### config.mk
export PLATFORM = sky130hd
export DESIGN_NAME = kts_divider
export DESIGN_NICKNAME = d
export VERILOG_FILES = /design/src/rtl/kts_pkg.sv /design/src/rtl/kts_divider.sv
export SDC_FILE = /design/constraint.sdc
export NUM_CORES = 1
export LEC_CHECK = 0
export BUFFER_PORTS_ARGS = -buffer_cell sky130_fd_sc_hd__buf_2
export CAP_MARGIN = 0
export CORE_MARGIN = 4
export CORE_UTILIZATION = 58
export CTS_BUF_LIST = sky130_fd_sc_hd__clkbuf_4 sky130_fd_sc_hd__clkbuf_8 sky130_fd_sc_hd__clkbuf_16
export DETAILED_ROUTE_END_ITERATION = 7
export PLACE_DENSITY = 0.9
export RECOVER_POWER = 100
export SLEW_MARGIN = 0
export SYNTH_ARGS = -nofsm -noshare
export SYNTH_HDL_FRONTEND = slang
export SYNTH_SLANG_ARGS = --single-unit
export TNS_END_PERCENT = 10
### constraint.sdc
create_clock -name clock -period 6.2 [get_ports clock]
set_clock_uncertainty 0.2 [all_clocks]
set_input_delay 0.62 -clock clock [delete_from_list [all_inputs] [get_ports clock]]
set_output_delay 0.62 -clock clock [all_outputs]
set_load 0.03 [all_outputs]
### src/rtl/kts_pkg.sv
// Shared types and constants for the keyframe track sampler.
package kts_pkg;

   localparam int unsigned WORD_W = 32;
   localparam int unsigned CSR_IDX_W = 3;
   localparam int unsigned CSR_DATA_W = 32;

   localparam logic [CSR_IDX_W-1:0] CSR_KEY_COUNT = 3'd0;
   localparam logic [CSR_IDX_W-1:0] CSR_STEP_MODE = 3'd1;
   localparam logic [CSR_IDX_W-1:0] CSR_SPEED     = 3'd2;
   localparam logic [CSR_IDX_W-1:0] CSR_DURATION  = 3'd3;
   localparam logic [CSR_IDX_W-1:0] CSR_LOOPING   = 3'd4;
   localparam logic [CSR_IDX_W-1:0] CSR_PLAYING   = 3'd5;

   localparam logic OP_LOAD    = 1'b0;
   localparam logic OP_ADVANCE = 1'b1;

   localparam logic [WORD_W-1:0] SPEED_RESET = 32'h0001_0000;

   typedef enum logic [3:0] {
      ST_IDLE,
      ST_MUL,
      ST_ADD,
      ST_WRAP,
      ST_FIRST,
      ST_LAST,
      ST_SEARCH,
      ST_SEARCH_WAIT,
      ST_FETCH,
      ST_ALPHA,
      ST_BLEND,
      ST_DONE
   } state_type;

   // request to the shared serial divider
   typedef struct packed {
      logic        start;
      logic [63:0] dividend;   // non-negative
      logic [31:0] divisor;    // positive
   } div_req_type;

   typedef struct packed {
      logic        busy;
      logic        done;
      logic [63:0] quotient;
      logic [31:0] remainder;
   } div_rsp_type;

endpackage

### src/rtl/kts_divider.sv
// Restoring divider, one quotient bit per cycle, shared by wrap and alpha.
module kts_divider (
   input  logic                 clock,
   input  logic                 reset,
   input  kts_pkg::div_req_type req,
   output kts_pkg::div_rsp_type rsp
);

   logic [63:0] quo_ff, quo_in;
   logic [32:0] rem_ff, rem_in;
   logic [31:0] dvs_ff, dvs_in;
   logic [6:0]  cnt_ff, cnt_in;
   logic        busy_ff, busy_in;
   logic        done_ff, done_in;
   logic [32:0] trial;

   always_comb begin
      quo_in  = quo_ff;
      rem_in  = rem_ff;
      dvs_in  = dvs_ff;
      cnt_in  = cnt_ff;
      busy_in = busy_ff;
      done_in = 1'b0;
      trial   = {rem_ff[31:0], quo_ff[63]};
      if (req.start) begin
         quo_in  = req.dividend;
         rem_in  = '0;
         dvs_in  = req.divisor;
         cnt_in  = 7'd64;
         busy_in = 1'b1;
      end else if (busy_ff) begin
         if (trial >= {1'b0, dvs_ff}) begin
            rem_in = trial - {1'b0, dvs_ff};
            quo_in = {quo_ff[62:0], 1'b1};
         end else begin
            rem_in = trial;
            quo_in = {quo_ff[62:0], 1'b0};
         end
         cnt_in = cnt_ff - 7'd1;
         if (cnt_ff == 7'd1) begin
            busy_in = 1'b0;
            done_in = 1'b1;
         end
      end
   end

   always_ff @(posedge clock) begin
      if (reset) begin
         busy_ff <= 1'b0;
         done_ff <= 1'b0;
         cnt_ff  <= '0;
      end else begin
         busy_ff <= busy_in;
         done_ff <= done_in;
         cnt_ff  <= cnt_in;
      end
      quo_ff <= quo_in;
      rem_ff <= rem_in;
      dvs_ff <= dvs_in;
   end

   assign rsp.busy      = busy_ff;
   assign rsp.done      = done_ff;
   assign rsp.quotient  = quo_ff;
   assign rsp.remainder = rem_ff[31:0];

   a_done_pulse: assert property (@(posedge clock) disable iff (reset)
      done_ff |=> !done_ff)
      else $error("divider done held");
   a_done_after_busy: assert property (@(posedge clock) disable iff (reset)
      $rose(done_ff) |-> $past(busy_ff))
      else $error("divider done without busy");
   a_rem_bound: assert property (@(posedge clock) disable iff (reset)
      done_ff |-> (rem_ff[31:0] < dvs_ff))
      else $error("divider remainder out of range");

endmodule

==> impl_metrics.yaml <==
status:
  run_status: "finished with violations"
  violations: "capacitance limit, slew limit"
clocking:
  htree_levels: 4
  cts.sinks: 137
  worstSkewPairLatency_ps: 430
  cts_hold_buf: 0
  cts_root_buf: "clkbuf_16"
  cts_tree: "yes"
  path_clk_slew_ps: 70
  cts_setup_buffers: 0
  cts_resized: 0
  cts.path.max_buffers: 2
  cts_buffers: 17
detailed_routing:
  drtPass1Iterations: 7
  drt_iter0_drc: 430
  avgViaCountPerCell: 5.68
  routed_wirelength_mm: 18.9
  drc: 0
  wire_per_inst_um: 18.0
  postRouteAntennaNets: 0
  vias: 5990
synth:
  synthCells: 688
  netlist_area_um2: 7450
  seq_area_frac_synth_pct: 49.7
  synth_area_per_cell_um2: 10.8
  synth_fp_nets: 822
  ys_warn_count: 0
  synthArstFlopShare_pct: 0
  synth-edff-count: 96
  ys_ff_latch: 137
  synth_cell_types: 56
  synth_flop_cell: "edfxtp_1"
die:
  die_x_um: 121
  die-height_um: 121
  io_pins: 197
  start_util_pct: 59.0
  core_area_um2: 12600
  die-area_um2: 14700
  rows: 41
cells_and_area:
  design_area_um2: 8860
  fin_util_pct: 70.2
  diodes: 0
  nFillCells: 973
  final_nets: 1004
  layoutNonFillerInstCount: 1054
  multi_input_area_um2: 3350
  drive_above_1_share_pct: 22.8
  seq_area_um2: 3700
  area_delta_synth_final_pct: 18.9
setup_path:
  critPathKind: "reg -> reg"
  cp_cell_sequence: "inv_1 > ha_1 > and3_1 > nand4_1 > or3_1 > and4_1 > nor2_2 > o21ai_0 > a2111oi_2"
  cp_top_family: "simple AND/OR/NAND/NOR gates"
  reg2reg_setup_slack_ps: 1670
  crit_path_max_fanout: 45
  crit_arrival_ps: 4650
  worstPathRequired_ps: 6320
  cp-end-kind: "register"
  path_buf_inv: 1
  crit_path_start_kind: "register"
  worst_path_max_delay_cell: "nor2_2"
  critPathMaxStageDelay_ps: 1590
power_and_ir_drop:
  power.density_nw_per_um2: 292
  power.leakage_nw: 3.51
  seq_power_share_pct: 43.3
  switching_share_pct: 31.1
  switchingPower_uw: 804
  peakVddDrop_mv: 0.233
  share_comb_of_total_power_pct: 21.3
  power.share.clock_pct: 35.4
  p_int_mw: 1.78
grt:
  grt-ovfl-total: 0
  antenna_found_initial: 1
  grt_max_degree: 64
  grt_pass1_vias: 6032
  gr-usage-all-layers_pct: 26.5
  grt_first_pass_wirelength_mm: 30.5
timing:
  fin_crit_ps: 4530
  min_period_over_period_pct: 73.1
  slew_viol_final: 98
  hold_viol: 0
  max_slew_margin_pct: -49.3
  report.final.setup_viol: 0
  grt_setup_unrepaired: "no"
  tightest_slew_ps: 2240
  clock.fmax_mhz: 221
  fin_hold_ws_ps: 166
  fin_tns_setup_ps: 0
place:
  placed_area_um2: 8470
  place_congestion: 0.914
  port_buffers: 196
  hpwl_mm: 14.0
  placed_cells: 1023
min_path:
  hold_path.class: "in -> reg"
job:
  maxCapViolations: 2
## metrics by stage
step                total power, mW  setup slack, ps
global route                   2.70             1280
detailed placement             1.70             2890
finish                         2.58             1670
CTS                            2.62             2860
global placement               1.68             2950
floorplan                      1.54             3180
## cells in the final DEF, fill, tap and decap left out, types with 17 or more instances in the layout
master	count
a211oi_1	17
a21oi_1	48
buf_2	94
clkbuf_1	102
clkbuf_16	17
dfxtp_1	41
edfxtp_1	96
ha_1	34
inv_1	48
mux2_2	63
nand2_1	52
nor2_1	53
o21ai_0	36
xnor2_1	19
## worst paths after layout
path                               start                      end  cells past startpoint
setup / recovery    dvs_ff[23]$_DFFE_PP_  rem_ff[27]$_SDFFE_PP0P_                      9
hold / removal                   req[27]     dvs_ff[27]$_DFFE_PP_                      1
setup reg to reg    dvs_ff[23]$_DFFE_PP_  rem_ff[27]$_SDFFE_PP0P_                      9
hold reg to reg   cnt_ff[0]$_SDFFE_PP0P_   cnt_ff[0]$_SDFFE_PP0P_                      2
## cell families after synthesis
group	Yosys count	synth area share (%)
mux	80	11.8
fa+ha+maj	35	5.98
flops	137	49.7
buf+inv	84	5.09
simple gates	165	10.6
compound gates	155	13.0
xor+xnor	32	3.76
## Yosys cell counts (all sizes together) (2+ instances only)
master   number  area [um^2]
nor2b         4         25.0
nand2b        6         37.5
a21o          8         60.1
nand2        52          195
xor2         13          114
and3          3         18.8
a31oi         3         18.8
nor4          2         12.5
clkbuf       18         68.8
o21bai        5         37.5
or3           6         42.5
ha           34          425
mux2         64          721
dfxtp        41          821
o21ai        39          195
a21oi        48          240
edfxtp       96         2880
nand3         8         40.0
o22ai         2         12.5
nor3          9         45.0
o211ai        7         52.6
nor3b         2         15.0
o21a          4         30.0
a211oi       18          140
and4          2         17.5
xnor2        19          166
or4           2         15.0
buf          18          130
mux2i        16          160
a311oi        6         52.6
inv          48          180
o31ai         5         37.5
or2           4         25.0
a2111oi       3         32.5
nand4         8         56.3
o2111ai       2         17.5
nor2         54          219
a31o          2         17.5
## cell type report
| cell class | count | share of cell area [%] |
|---|---|---|
| Clock buffer | 18 | 4.89 |
| Clock inverter | 13 | 1.12 |
| Inverter | 48 | 2.03 |
| Multi-Input combinational cell | 467 | 37.9 |
| Sequential cell | 137 | 41.8 |
| Tap cell | 172 | 2.43 |
| Timing Repair Buffer | 199 | 9.88 |
## per-layer routing
metal	GRT usage (%)	vias up	routed length, um
met3	9.65	39	1810
met2	43.4	294	9290
met1	32.2	2786	7370
met4	9.45	2	468
li1	-	2869	-
met5	0	-	13
## state kept, by name, summed over array words and instances, names as in the netlist
register	flops
quo_ff	64
dvs_ff	32
rem_ff	32
cnt_ff	7
busy_ff	1
done_ff	1
## power groups by stage
stage               Sequential (mW)  Clock [mW]  Combinational (mW)
global route                   1.13       0.971               0.599
CTS                            1.12       0.930               0.568
floorplan                      1.24           0               0.295
global placement               1.13           0               0.552
detailed placement             1.13           0               0.566
finish                         1.12       0.914               0.551
No activity file was read; power rests on OpenSTA's default activity.
